### config.mk
export PLATFORM = sky130hd
export DESIGN_NAME = hvd_vec_cell
export DESIGN_NICKNAME = d
export VERILOG_FILES = /design/src/hvd_pkg.sv /design/src/hvd_vec_cell.sv
export SDC_FILE = /design/constraint.sdc
export NUM_CORES = 1
export LEC_CHECK = 0
export ABC_AREA = 1
export BUFFER_PORTS_ARGS = -buffer_cell sky130_fd_sc_hd__buf_2
export CORE_MARGIN = 4
export CORE_UTILIZATION = 30
export DETAILED_ROUTE_END_ITERATION = 10
export SYNTH_ARGS = -nofsm -noshare
export SYNTH_HDL_FRONTEND = slang
export SYNTH_SLANG_ARGS = --single-unit
### constraint.sdc
create_clock -name clk_i -period 15.8 [get_ports clk_i]
set_clock_uncertainty 0.05 [all_clocks]
set_input_delay 3.95 -clock clk_i [delete_from_list [all_inputs] [get_ports clk_i]]
set_output_delay 3.95 -clock clk_i [all_outputs]
set_load 0.05 [all_outputs]
### src/hvd_pkg.sv
// Package for the haversine distance core: widths, constants and lookup tables.
package hvd_pkg;

  localparam int unsigned STEPS    = 30;
  localparam int unsigned SQ_STEPS = 31;
  localparam int unsigned LANES    = 4;
  localparam int unsigned XW       = 34;
  localparam int unsigned ZW       = 33;
  localparam int unsigned MAGW     = 26;
  localparam int unsigned KW       = 20;
  localparam int unsigned SQW      = 62;

  localparam logic [30:0] Q30_ONE     = 31'd1073741824;
  localparam logic [30:0] HALF_PI_Q30 = 31'd1686629713;
  localparam logic [29:0] CORDIC_GAIN = 30'd652032874;
  localparam logic [25:0] RECIP_45    = 26'd47721859;
  localparam logic [12:0] EARTH_R_KM  = 13'd6371;
  localparam logic [22:0] HALF_CIRC   = 23'd5123840;

  typedef logic [44:0][12:0] res_tab_t;

  function automatic res_tab_t mk_tab(input int unsigned mul);
    res_tab_t t;
    for (int unsigned i = 0; i < 45; i++) begin
      t[i] = 13'((i * mul + 22) / 45);
    end
    return t;
  endfunction

  localparam res_tab_t TAB_HALF = mk_tab(4096);
  localparam res_tab_t TAB_FULL = mk_tab(8192);

  localparam logic [30:0] ATAN_Q30 [STEPS] = '{
    31'd843314857, 31'd497837829, 31'd263043837, 31'd133525159, 31'd67021687,
    31'd33543516, 31'd16775851, 31'd8388437, 31'd4194283, 31'd2097149,
    31'd1048576, 31'd524288, 31'd262144, 31'd131072, 31'd65536, 31'd32768,
    31'd16384, 31'd8192, 31'd4096, 31'd2048, 31'd1024, 31'd512, 31'd256,
    31'd128, 31'd64, 31'd32, 31'd16, 31'd8, 31'd4, 31'd2
  };

endpackage

### src/hvd_vec_cell.sv
// One vectoring-mode CORDIC cell of the arctangent chain.
module hvd_vec_cell (
  input  logic                          clk_i,
  input  logic                          en_i,
  input  logic [4:0]                    step_i,
  input  logic signed [hvd_pkg::XW-1:0] x_i,
  input  logic signed [hvd_pkg::XW-1:0] y_i,
  input  logic signed [hvd_pkg::ZW-1:0] z_i,
  output logic signed [hvd_pkg::XW-1:0] x_o,
  output logic signed [hvd_pkg::XW-1:0] y_o,
  output logic signed [hvd_pkg::ZW-1:0] z_o
);

  logic signed [hvd_pkg::XW-1:0] x_d, y_d, x_q, y_q, dx, dy;
  logic signed [hvd_pkg::ZW-1:0] z_d, z_q, ang;

  always_comb begin
    dx  = y_i >>> step_i;
    dy  = x_i >>> step_i;
    ang = signed'({2'b00, hvd_pkg::ATAN_Q30[step_i]});
    if (!y_i[hvd_pkg::XW-1]) begin
      x_d = x_i + dx;
      y_d = y_i - dy;
      z_d = z_i + ang;
    end else begin
      x_d = x_i - dx;
      y_d = y_i + dy;
      z_d = z_i - ang;
    end
  end

  always_ff @(posedge clk_i) begin
    if (en_i) begin
      x_q <= x_d;
      y_q <= y_d;
      z_q <= z_d;
    end
  end

  assign x_o = x_q;
  assign y_o = y_q;
  assign z_o = z_q;

endmodule

After elaboration in Yosys (flattened, before gate mapping)
Memory sizes are Yosys's and may differ from the RTL's. Cells that the tools add are included.

Add/subtract/negate cells: 6. $lt $le $gt $ge: 1. Shift operators: 2. Muxes and demuxes: 5. Bitwise gates (word level): 1.

Operators by type and width (number): 34-bit adder (2); 34-bit two-way mux (2); 34-bit by 5-bit >>> shifter with 34-bit output (2); 34-bit subtractor (2); 31-bit two-way mux (2); 33-bit by 32-bit adder with 33-bit output (1); 33-bit two-way mux (1); 33-bit by 32-bit subtractor with 33-bit output (1); 6-bit >= comparator, second input constant (1); 5-bit inverter with 6-bit output (1).

Bits in registers: 101. Bits in read-only memories: 992. Output and inout bits: 101. Word-level logic and storage cells: 19. Memories: 1.

Memories: (no name shown) (depth 32, width 31, rd ports 1, clocked after memory_dff 0, wr ports 0, RTL line hvd_vec_cell.sv:20) `ang = signed'({2'b00, hvd_pkg::ATAN_Q30[step_i]});`.

Logic depth before layout (Yosys ltp)
Gate-level depths: netlist (run 1).

Word-level depth: 6. Gate-level depth with buffers: 36. Mapped depth without buffers: 34.

Least setup slack after synthesis (run 1)
OpenSTA, ideal clock, no wires.

Kind: input-to-reg. From: input step_i[0]. To: register z_q (netlist bit z_o[28]), data pin. Arrival: 7.574 ns. Path slack: 7.917 ns. Cell stages on the path: 29. Buffers on the path: 3. Path through: buf_4 -> inv_2 -> buf_6 -> buf_6 -> ha_1 -> nand2_1 -> a21oi_1 -> nand2_1 -> o21ai_1 -> inv_2 -> ha_1 -> inv_1 -> nor2_1 -> nand2_1 -> nor3_1 -> or2_2 -> xor2_1 -> ha_1 -> nand2_1 -> inv_1 -> a21oi_1 -> nand2_1 -> a21oi_1 -> o21ai_0 -> a21boi_0 -> o21ai_0 -> nand2_1 -> nand2_1 -> xor2_1.

Word-level cells in the longest chain between the ends: 6.

RTL lines: from (decl) (RTL line hvd_vec_cell.sv:5) `input logic [4:0] step_i,`; 5-bit inverter with 6-bit output (not written as such) * (RTL line hvd_vec_cell.sv:20); memory 32 x 31 bit *; 31-bit two-way mux (not written as such) * (2 in a row) (RTL line hvd_vec_cell.sv:20); 33-bit by 32-bit adder with 33-bit output or 33-bit by 32-bit subtractor with 33-bit output (tied branches) (RTL line hvd_vec_cell.sv:24, hvd_vec_cell.sv:28); 33-bit two-way mux * (RTL line hvd_vec_cell.sv:21) `if (!y_i[hvd_pkg::XW-1]) begin`; via z_d, one bit (RTL line hvd_vec_cell.sv:15) `logic signed [hvd_pkg::ZW-1:0] z_d, z_q, ang;`; to (signal assigned) (RTL line hvd_vec_cell.sv:36) `z_q <= z_d;`; to (decl) (RTL line hvd_vec_cell.sv:15).

Mark *: on every way through the listed nets, which the timed path passes. The rest lies on a longest branch. The select of a mux whose other input is x is not followed. A chain may end at the register's enable or synchronous reset.

Worst setup path in the final report (run 1)
From: input step_i[1]. To: register z_q (netlist bit z_o[28]), data pin.

Same word-level chain as after synthesis.

==> metrics.txt, run 1 <==
Placeable Area 0.0505 mm^2; dominant cells by area after synthesis sky130_fd_sc_hd__nand2_1 (20%), sky130_fd_sc_hd__edfxtp_1 (20%), sky130_fd_sc_hd__nand3_1 (12%), sky130_fd_sc_hd__ha_1 (8.7%), sky130_fd_sc_hd__inv_1 (5.7%); IR drop worst, VDD 0.0549 mV; Cell Pwr Density 97.9 mW/mm^2; clock tree from TritonCTS built; kind of end point of the critical path register; mean cell area of the mapped netlist 6.13 um^2; Top-Level Pins 209; post-synth net total 2735; reported leakage power 8.76 nW; RD Place Congestion 0.903; clock-pin slew on the worst setup and hold paths 0.07 ns; initial standard-cell utilization of the core 30.6%; main flop type after synthesis sky130_fd_sc_hd__edfxtp_1; max-slew headroom at the worst pin 18.9%; Final Hold Violating Endpoints 0; clock sinks 101; Largest delay share family, worst path compound AO/OA/AOI/OAI gates; Setup violations, final 0; violation count after the first detailed-route iteration 1355; Site Rows 82; CP max stage delay 0.96 ns; TritonCTS buffer count 9; number of vias in the routed layout 16902; CTS root buf sky130_fd_sc_hd__clkbuf_16; global-route total usage across every layer 19.0%; detailed-route DRC error count 0; Worst Path Arrival 9.46 ns; slowest cell on the critical path sky130_fd_sc_hd__inv_2; total count of max-transition violations in the final report 0; number of setup buffers added after CTS 0; part of the cycle the worst path needs 59.3%; total wirelength of the detailed-routed design 54500 um; horizontal extent of the die 235 um; H-tree depth reported by CTS 3; vias per cell 5.04; Synth Instances 2517; number of enable flip-flop cells after synthesis 101; remaining global-route overflow 0; required time at the endpoint of the critical path 15.89 ns; final layout net count 2886; area growth from synthesis to layout 12.0%; Avg WL per Cell 16.3 um; shortest clock period the worst path allows after layout 9.37 ns; number of buffers inserted by hold repair at cts 0; maximum capacitance violations 0; Detail Placement HPWL 45000 um; maximum fanout along the worst path 65; wire length of the first global-routing pass 84600 um; die height 235 um; clock buffer depth 2; vias in the first global route 15453; post-detailed-placement cell area 0.0170 mm^2; result of the run complete, no violations; fillers 5663; drt pass-1 iters 6; fraction of post-synthesis cell area in the top cell type by area 19.8%; share of synthesized flip-flops with an asynchronous set or reset 0%; count of distinct cell types in the synthesized netlist 50; buffers and inverters on the worst path 5; class of the most critical setup path input pin to register; Worst Tran Pin Value 1.21 ns; port bufs 208; fraction of final layout cells sized beyond drive strength 1 12.0%; Achievable Freq 0.107 GHz; pre-CTS setup slack 6.16 ns; Setup TNS 0 ns; total die area 0.0551 mm^2; post-cts resize count 0; post-synthesis cell type with the largest combined area sky130_fd_sc_hd__nand2_1; minimum setup slack in the final design 6.43 ns; most numerous cell on the critical path sky130_fd_sc_hd__nand2_1; fraction of the core area covered by cells at the end of the flow 34.2%; summed instance area of the synthesized netlist 0.0154 mm^2; yosys synthesis warning count 0; Non-Filler Cell Area, Final 0.0173 mm^2; RSZ-0062 raised after global routing no; pin count of the biggest net entering global routing 77; flip-flop and latch count after synthesis 101; number of antenna-violating nets in the routed design 0; initial antenna violation count 9; worst hold path class input pin to register; sequential fraction of the synthesis area 19.7%; sort of element at the start of the critical path input pin
==> path summary, 6_finish.rpt <==
kind | startpoint | to | slack (ns) | cells past startpoint
max | step_i[1] | z_o[28] | 6.43 | 28
min | y_i[0] | y_o[0] | 3.83 | 2
==> logic make-up (layout without fill, tap and decap cells) <==
kind of cell,after synthesis,count (layout),share of synthesized area [%]
AOI/OAI and AO/OA,323,323,11.9
other,0,7,0
xor gates and xnor gates,144,144,8.17
buffers and inverters,331,487,8.81
adders and majority gates,110,110,9.07
DFF,101,101,19.7
and+or+nand+nor,1508,1508,42.4
==> cell usage in the layout (no fill, tap or decap), types with 28 or more instances in the layout <==
cell,n
sky130_fd_sc_hd__nand2_1,814
sky130_fd_sc_hd__nand3_1,378
sky130_fd_sc_hd__inv_1,235
sky130_fd_sc_hd__buf_2,207
sky130_fd_sc_hd__nor2_1,202
sky130_fd_sc_hd__a21oi_1,130
sky130_fd_sc_hd__ha_1,107
sky130_fd_sc_hd__edfxtp_1,101
sky130_fd_sc_hd__xor2_1,96
sky130_fd_sc_hd__o21ai_0,77
sky130_fd_sc_hd__xnor2_1,48
sky130_fd_sc_hd__nand4_1,29
sky130_fd_sc_hd__o21ai_1,28
==> cells in the mapped netlist (13+ instances only) <==
library cell and instances:
sky130_fd_sc_hd__edfxtp_1 101, sky130_fd_sc_hd__o21ai_1 28, sky130_fd_sc_hd__xor2_1 96, sky130_fd_sc_hd__o21ai_0 77, sky130_fd_sc_hd__nand4_1 29, sky130_fd_sc_hd__inv_2 13
sky130_fd_sc_hd__a21oi_1 130, sky130_fd_sc_hd__nand3_1 378, sky130_fd_sc_hd__inv_1 236, sky130_fd_sc_hd__clkbuf_1 21, sky130_fd_sc_hd__ha_1 107, sky130_fd_sc_hd__a31oi_1 21
sky130_fd_sc_hd__nor2_2 14, sky130_fd_sc_hd__nand2_2 25, sky130_fd_sc_hd__xnor2_1 48, sky130_fd_sc_hd__buf_2 32, sky130_fd_sc_hd__a21o_1 17, sky130_fd_sc_hd__nor2_1 203
sky130_fd_sc_hd__nand2_1 814
==> routing by layer <==
layer / global-route usage (%) / wire, um / vias to the layer above / share of wire [%]
met2: 32.0 / 25700 / 496 / 47
met5: 0 / 44 / - / 0.081
met3: 3.79 / 3480 / 87 / 6.4
li1: - / - / 8682 / -
met4: 6.87 / 1830 / 8 / 3.4
met1: 24.2 / 23500 / 7629 / 43
==> stage by stage <==
stage          power, mW  std cells  hold WS (ns)
6_report            1.69       3352          3.83
5_1_grt             1.81       3347          3.84
3_5_place_dp        1.48       3329          4.23
4_1_cts             1.70       3345          3.81
2_1_floorplan       1.23       2517          4.01
3_3_place_gp        1.48       3329          4.22
==> sequential cells by signal, indices dropped and copies added (netlist names) <==
register,flops
z_o,33
y_o,34
x_o,34
==> final cells by class <==
type | count | area (um^2) | share of cell area, %
antenna | 7 | 17.5 | 0.101
clock buffer | 9 | 225 | 1.30
clock inverter | 7 | 48.8 | 0.282
inverter | 252 | 948 | 5.49
multi-input combinational | 2085 | 11000 | 63.9
sequential | 101 | 3030 | 17.6
tap | 672 | 841 | 4.87
timing repair buffer | 219 | 1130 | 6.52
==> report_power, final <==
part	leakage, nW	switching, mW	internal [mW]	total (mW)
Clock	0.138	0.110	0.107	0.218
Sequential	0.988	0.0160	0.399	0.415
Combinational	7.63	0.761	0.297	1.06
Total	8.76	0.888	0.804	1.69
Power figures use the tool's default switching activity.
==> run 2: changes to the inputs <==
==> constraint.sdc (replaced) <==
create_clock -name clk_i -period 8.7 [get_ports clk_i]
set_clock_uncertainty 0.05 [all_clocks]
set_input_delay 2.175 -clock clk_i [delete_from_list [all_inputs] [get_ports clk_i]]
set_output_delay 2.175 -clock clk_i [all_outputs]
set_load 0.05 [all_outputs]
==> metrics.txt, run 2 (synthesized netlist as in run 1, its figures left out) <==
Post-Route Hold Slack 2.05 ns (-1.79 ns); Final Hold Violating Endpoints 0 (unchanged); part of the cycle the worst path needs 79.1%; RD Place Congestion 0.912 (+0.95%); clock sinks 101 (unchanged); total count of max-transition violations in the final report 0 (unchanged); maximum fanout along the worst path 51 (-22%); post-cts resize count 0 (unchanged); Setup TNS 0 ns (unchanged); number of antenna-violating nets in the routed design 0 (unchanged); required time at the endpoint of the critical path 8.77 ns (-7.12 ns); sum of met2 wire segment lengths after detailed routing 25700 um (-0.28%); clock-pin slew on the worst setup and hold paths 0.07 ns (about the same); remaining global-route overflow 0 (unchanged); startpoint of the lowest-slack hold path y_i[0]; WL met3 3650 um (+4.8%); ordered list of cells on the worst path buf_2, inv_2, ha_1, nand2_1, o211ai_1, nand2_1, a21oi_1, nand3_1, nor2_1, nand2_1, nor2_2, nand2_1, nor2_4, nand4_4, nand2_1, nand2_1, nand2_1, ha_1, a21oi_1, o21ai_0, o21bai_1, a2111oi_0, o21ai_0, xor2_1; kind of end point of the critical path register; violation count after the first detailed-route iteration 1395 (+3.0%); area growth from synthesis to layout 12.2%; max-slew headroom at the worst pin 30.6% (+12 points); Placeable Area 0.0505 mm^2 (unchanged); number of buffers inserted by hold repair at cts 0 (unchanged); fillers 5675 (+0.21%); port bufs 208 (unchanged); RSZ-0062 raised after global routing no; most common cell after layout, fill and taps aside sky130_fd_sc_hd__nand2_1; detailed-route DRC error count 0 (unchanged); wire length of the first global-routing pass 85100 um (+0.62%); horizontal extent of the die 235 um (unchanged); most frequent cells in the layout sky130_fd_sc_hd__nand2_1 (814), sky130_fd_sc_hd__nand3_1 (378), sky130_fd_sc_hd__inv_1 (235); clock tree from TritonCTS built; total die area 0.0551 mm^2 (unchanged); reported leakage power 8.76 nW (about the same); initial standard-cell utilization of the core 30.6% (unchanged); met1 WL 23400 um (-0.15%); Cell Pwr Density 178 mW/mm^2 (+81%); total wirelength of the detailed-routed design 55100 um (+0.95%); vias per cell 5.05 (+0.22%); TritonCTS buffer count 9 (unchanged); result of the run complete, no violations; final layout net count 2890 (+0.14%); shortest clock period the worst path allows after layout 6.88 ns; Setup violations, final 0 (unchanged); Top-Level Pins 209 (unchanged); fraction of final layout cells sized beyond drive strength 1 12.1% (+0.13 points); worst hold path class input pin to register; class of the most critical setup path input pin to register; maximum capacitance violations 0 (unchanged); most numerous cell on the critical path sky130_fd_sc_hd__nand2_1; Site Rows 82 (unchanged); Achievable Freq 0.145 GHz; Worst Path Arrival 6.95 ns (-2.51 ns); global-route total usage across every layer 19.2% (+0.16 points); top layer used by detailed routing met5; CTS root buf sky130_fd_sc_hd__clkbuf_16; slowest cell on the critical path sky130_fd_sc_hd__inv_2; pin count of the biggest net entering global routing 76 (-1.3%); H-tree depth reported by CTS 3 (unchanged); sort of element at the start of the critical path input pin; Worst Tran Pin Value 1.04 ns (-0.174 ns); number of setup buffers added after CTS 0 (unchanged); initial antenna violation count 8 (-1); vias in the first global route 15735 (+1.8%); Hold Crit Depth 2 (unchanged); total power draw 3.07 mW (+82%); IR drop worst, VDD 0.109 mV (+99%); Avg WL per Cell 16.4 um (+0.83%); CP max stage delay 0.64 ns (-0.32 ns); worst min-delay path endpoint y_o[0]; Detail Placement HPWL 45400 um (+0.77%); drt pass-1 iters 6 (unchanged); clock buffer depth 2 (unchanged); number of vias in the routed layout 16960 (+0.34%); die height 235 um (unchanged)
[run 2: changes by cell type in the layout (fill, tap and decap cells not counted)]
cell	before	now
sky130_fd_sc_hd__clkinv_2	2	1
sky130_fd_sc_hd__clkinvlp_4	0	3
sky130_fd_sc_hd__clkbuf_1	0	1
sky130_fd_sc_hd__clkinv_4	1	0
sky130_fd_sc_hd__buf_4	12	16
sky130_fd_sc_hd__inv_6	3	2
sky130_fd_sc_hd__clkinv_1	3	2
[run 2: worst max path at each step]
stage / from / endpoint / slack (ns) / depth (start not counted)
after floorplan: step_i[0] / z_o[28] / 2.59 / 29
after global placement: step_i[0] / z_o[30] / 1.30 / 24
after detailed placement: step_i[0] / z_o[30] / 1.47 / 24
after CTS: step_i[0] / z_o[30] / 1.84 / 24
after global routing: step_i[1] / y_o[27] / 1.25 / 28
final: step_i[0] / z_o[30] / 1.82 / 24
[run 2: routing by layer]
metal	vias up	track usage (%)
met5	-	0
met4	4	8.23
met3	98	3.42
met2	582	32.0
met1	7572	24.4
li1	8704	-
[run 2: final cells by class]
cell class	count	area [um^2]	share of cell area, %
Timing Repair Buffer	223	1160	6.68
Antenna cell	7	17.5	0.101
Multi-Input combinational cell	2085	11000	63.8
Clock buffer	10	229	1.32
Sequential cell	101	3030	17.5
Tap cell	672	841	4.86
Inverter	252	948	5.48
Clock inverter	6	45.0	0.260
[run 2: power by group]
part / total (mW) / switching (mW) / internal (mW)
sequential: 0.754 / 0.0291 / 0.725
clock: 0.398 / 0.203 / 0.195
combinational: 1.92 / 1.38 / 0.542
total: 3.07 / 1.61 / 1.46
[run 2: worst max-delay path: cells and delay by family]
| kind | cells | cell delay, ns |
|---|---|---|
| AOI/OAI and AO/OA | 7 | 1.71 |
| buffers and inverters | 2 | 0.75 |
| xor gates and xnor gates | 1 | 0.21 |
| adders and majority gates | 2 | 0.61 |
| and+or+nand+nor | 12 | 1.48 |
[run 2: through the flow]
stage	util, %	instances	instance area, um^2	setup slack [ns]
3_3_place_gp	33.7	3333	17000	1.30
6_report	34.3	3356	17300	1.82
4_1_cts	34.3	3349	17300	1.84
5_1_grt	34.3	3351	17300	1.25
2_1_floorplan	-	2517	15400	2.59
3_5_place_dp	33.7	3333	17000	1.47
==> run 3: changes to the inputs <==
--- a/config.mk
+++ b/config.mk
@@ -5,7 +5,7 @@
 export SDC_FILE = /design/constraint.sdc
 export NUM_CORES = 1
 export LEC_CHECK = 0
-export ABC_AREA = 1
+export ABC_AREA = 0
 export BUFFER_PORTS_ARGS = -buffer_cell sky130_fd_sc_hd__buf_2
 export CORE_MARGIN = 4
 export CORE_UTILIZATION = 30
==> constraint.sdc (replaced) <==
create_clock -name clk_i -period 5.6 [get_ports clk_i]
set_clock_uncertainty 0.05 [all_clocks]
set_input_delay 1.4 -clock clk_i [delete_from_list [all_inputs] [get_ports clk_i]]
set_output_delay 1.4 -clock clk_i [all_outputs]
set_load 0.05 [all_outputs]
==> metrics.txt, run 3 <==
result of the run complete, but fails checks; failing checks negative setup slack; Worst Tran Pin Value 0.829 ns (-0.211 ns); maximum capacitance violations 0 (unchanged); vias per cell 5.43 (+7.4%); dominant cells by area after synthesis sky130_fd_sc_hd__edfxtp_1 (20%), sky130_fd_sc_hd__ha_1 (8.7%), sky130_fd_sc_hd__mux4_2 (6.5%), sky130_fd_sc_hd__xnor2_1 (5.9%), sky130_fd_sc_hd__a21oi_1 (5.0%); violation count after the first detailed-route iteration 1191 (-15%); post-synthesis cell type with the largest combined area sky130_fd_sc_hd__edfxtp_1; worst setup path end y_o[30]; total count of max-transition violations in the final report 0 (unchanged); Final Hold Violating Endpoints 0 (unchanged); Non-Filler Cell Area, Final 0.0258 mm^2 (+49%); flip-flop and latch count after synthesis 101 (unchanged); number of vias in the routed layout 18537 (+9.3%); port bufs 208 (unchanged); Post-Route Hold Slack 1.34 ns (-0.709 ns); Setup violations, final 35 (+35); sequential fraction of the synthesis area 19.8% (+0.14 points); kind of end point of the critical path register; clock sinks 101 (unchanged); shortest clock period the worst path allows after layout 6.25 ns; area growth from synthesis to layout 68.5%; pin count of the biggest net entering global routing 63 (-17%); Top-Level Pins 209 (unchanged); summed instance area of the synthesized netlist 0.0153 mm^2 (-0.69%); Achievable Freq 0.160 GHz; number of buffers inserted by hold repair at cts 0 (unchanged); initial antenna violation count 2 (-6); minimum setup slack in the final design -0.652 ns (-2.47 ns); total power draw 6.38 mW (+110%); clock-pin slew on the worst setup and hold paths 0.07 ns (about the same); share of synthesized flip-flops with an asynchronous set or reset 0% (unchanged); Setup TNS -11.74 ns (-11.74 ns); Avg WL per Cell 21.0 um (+28%); reported leakage power 11.8 nW (+35%); class of the most critical setup path input pin to register; number of placed instances, taps included 3262 (-2.1%); RD Place Congestion 0.986 (+8.2%); vias in the first global route 18679 (+19%); final cell count without fillers 3415 (+1.8%); horizontal extent of the die 234 um (-0.33%); fraction of the core area covered by cells at the end of the flow 51.3% (+17 points); CTS root buf sky130_fd_sc_hd__clkbuf_16; RSZ-0062 raised after global routing yes; most common cell after layout, fill and taps aside sky130_fd_sc_hd__buf_4; clock buffer depth 2 (unchanged); Detail Placement HPWL 56700 um (+25%); IR drop worst, VDD 0.198 mV (+81%); most frequent cells in the layout sky130_fd_sc_hd__buf_4 (817), sky130_fd_sc_hd__buf_2 (200), sky130_fd_sc_hd__nand2_1 (131); count of distinct cell types in the synthesized netlist 96 (+92%); mean cell area of the mapped netlist 8.91 um^2 (+45%); wire length of the first global-routing pass 107000 um (+26%); fillers 4635 (-18%); total wirelength of the detailed-routed design 71700 um (+30%); Placeable Area 0.0504 mm^2 (-0.20%); sort of element at the start of the critical path input pin; initial standard-cell utilization of the core 30.4% (-0.15 points); worst hold path class input pin to register; fraction of final layout cells sized beyond drive strength 1 54.5% (+42 points); drt pass-1 iters 5 (-1); Cell Pwr Density 247 mW/mm^2 (+39%); global-route total usage across every layer 25.2% (+6.0 points); required time at the endpoint of the critical path 5.70 ns (-3.07 ns); part of the cycle the worst path needs 112%; cell with the most instances after synthesis sky130_fd_sc_hd__a21oi_1; Site Rows 82 (unchanged); Synth Instances 1719 (-32%); final layout net count 2955 (+2.2%); yosys synthesis warning count 0 (unchanged); clock tree from TritonCTS built; die height 234 um (-0.33%); main flop type after synthesis sky130_fd_sc_hd__edfxtp_1; most common library cells after synthesis sky130_fd_sc_hd__a21oi_1 (152), sky130_fd_sc_hd__nor2_1 (144), sky130_fd_sc_hd__nand2_1 (137); H-tree depth reported by CTS 3 (unchanged); Worst Path Arrival 6.35 ns (-0.60 ns); post-detailed-placement cell area 0.0228 mm^2 (+34%); detailed-route DRC error count 0 (unchanged); remaining global-route overflow 0 (unchanged); fraction of post-synthesis cell area in the top cell type by area 19.8% (about the same); maximum fanout along the worst path 7 (-86%); total die area 0.0548 mm^2 (-0.66%); pre-CTS setup slack -1.57 ns (-3.04 ns); start point of the critical path step_i[0]; post-synth net total 1937 (-29%); TritonCTS buffer count 9 (unchanged); max-slew headroom at the worst pin 44.7% (+14 points); number of antenna-violating nets in the routed design 0 (unchanged); number of enable flip-flop cells after synthesis 101 (unchanged)
==> run 3: kinds of logic after synthesis <==
family                   after synthesis  synth area share [%]
AO/OA/AOI/OAI                        535                  23.2
XOR/XNOR                             165                  9.52
adder cells (fa/ha/maj)              110                  9.13
buffers and inverters                145                  4.98
flip-flops                           101                  19.8
multiplexers                         166                  17.3
AND/OR/NAND/NOR                      497                  16.1
==> run 3: timing repair <==
item                                    CTS  global route
pin swaps                               119           141
endpoints found under the setup margin   58            55
setup buffers                            89            53
cloned                                    7             2
endpoints found under the hold margin     0             0
resized for setup                       187           189
==> run 3: layout make-up <==
class / instances / area, um^2 / area share, %
diodes: 1 / 2.50 / 0.00969
clock buffers: 10 / 229 / 0.887
clock inverters: 6 / 61.3 / 0.237
inverters: 58 / 226 / 0.877
multi-input cells: 1473 / 13100 / 50.7
flip-flops and latches: 101 / 3030 / 11.7
well taps: 672 / 841 / 3.26
repair buffers: 1094 / 8340 / 32.3
==> run 3: worst max-delay path: stages <==
cell and delay (ns):
sky130_fd_sc_hd__buf_16 0.13, sky130_fd_sc_hd__buf_16 0.16, sky130_fd_sc_hd__mux2i_2 0.25, sky130_fd_sc_hd__mux2i_1 0.13, sky130_fd_sc_hd__mux4_2 0.54, sky130_fd_sc_hd__mux2i_2 0.21, sky130_fd_sc_hd__ha_2 0.21, sky130_fd_sc_hd__or4b_4 0.51
sky130_fd_sc_hd__nand4b_4 0.21, sky130_fd_sc_hd__nor3_4 0.26, sky130_fd_sc_hd__buf_4 0.16, sky130_fd_sc_hd__a21oi_2 0.05, sky130_fd_sc_hd__xnor2_1 0.18, sky130_fd_sc_hd__ha_1 0.30, sky130_fd_sc_hd__and3_1 0.22, sky130_fd_sc_hd__and3_4 0.19
sky130_fd_sc_hd__and3_1 0.18, sky130_fd_sc_hd__a21o_1 0.23, sky130_fd_sc_hd__a221oi_2 0.30, sky130_fd_sc_hd__nand2b_1 0.13, sky130_fd_sc_hd__a221oi_2 0.29, sky130_fd_sc_hd__xnor2_1 0.10
==> run 3: how the worst min path moves through the flow <==
stage / cells past startpoint / slack (ns) / startpoint / to
2_1_floorplan: 0 / 1.46 / en_i / x_o[0]
3_3_place_gp: 3 / 1.74 / z_i[32] / z_o[32]
3_5_place_dp: 3 / 1.75 / z_i[32] / z_o[32]
4_1_cts: 3 / 1.31 / z_i[32] / z_o[32]
5_1_grt: 2 / 1.35 / z_i[1] / z_o[1]
6_report: 3 / 1.34 / z_i[32] / z_o[32]
==> run 3: power breakdown <==
group          switching, mW  leakage, nW  total [mW]  internal (mW)
Combinational           2.51         10.7        4.54           2.03
Clock                  0.326        0.143       0.672          0.345
Sequential            0.0499        0.989        1.17           1.12
==> run 3: metal layers <==
layer	vias up	part of all wire (%)	GRT usage [%]
li1	8593	-	-
met1	9037	41	31.6
met2	731	49	43.9
met3	174	6.1	3.47
met4	2	4.1	9.86
met5	-	0.011	0
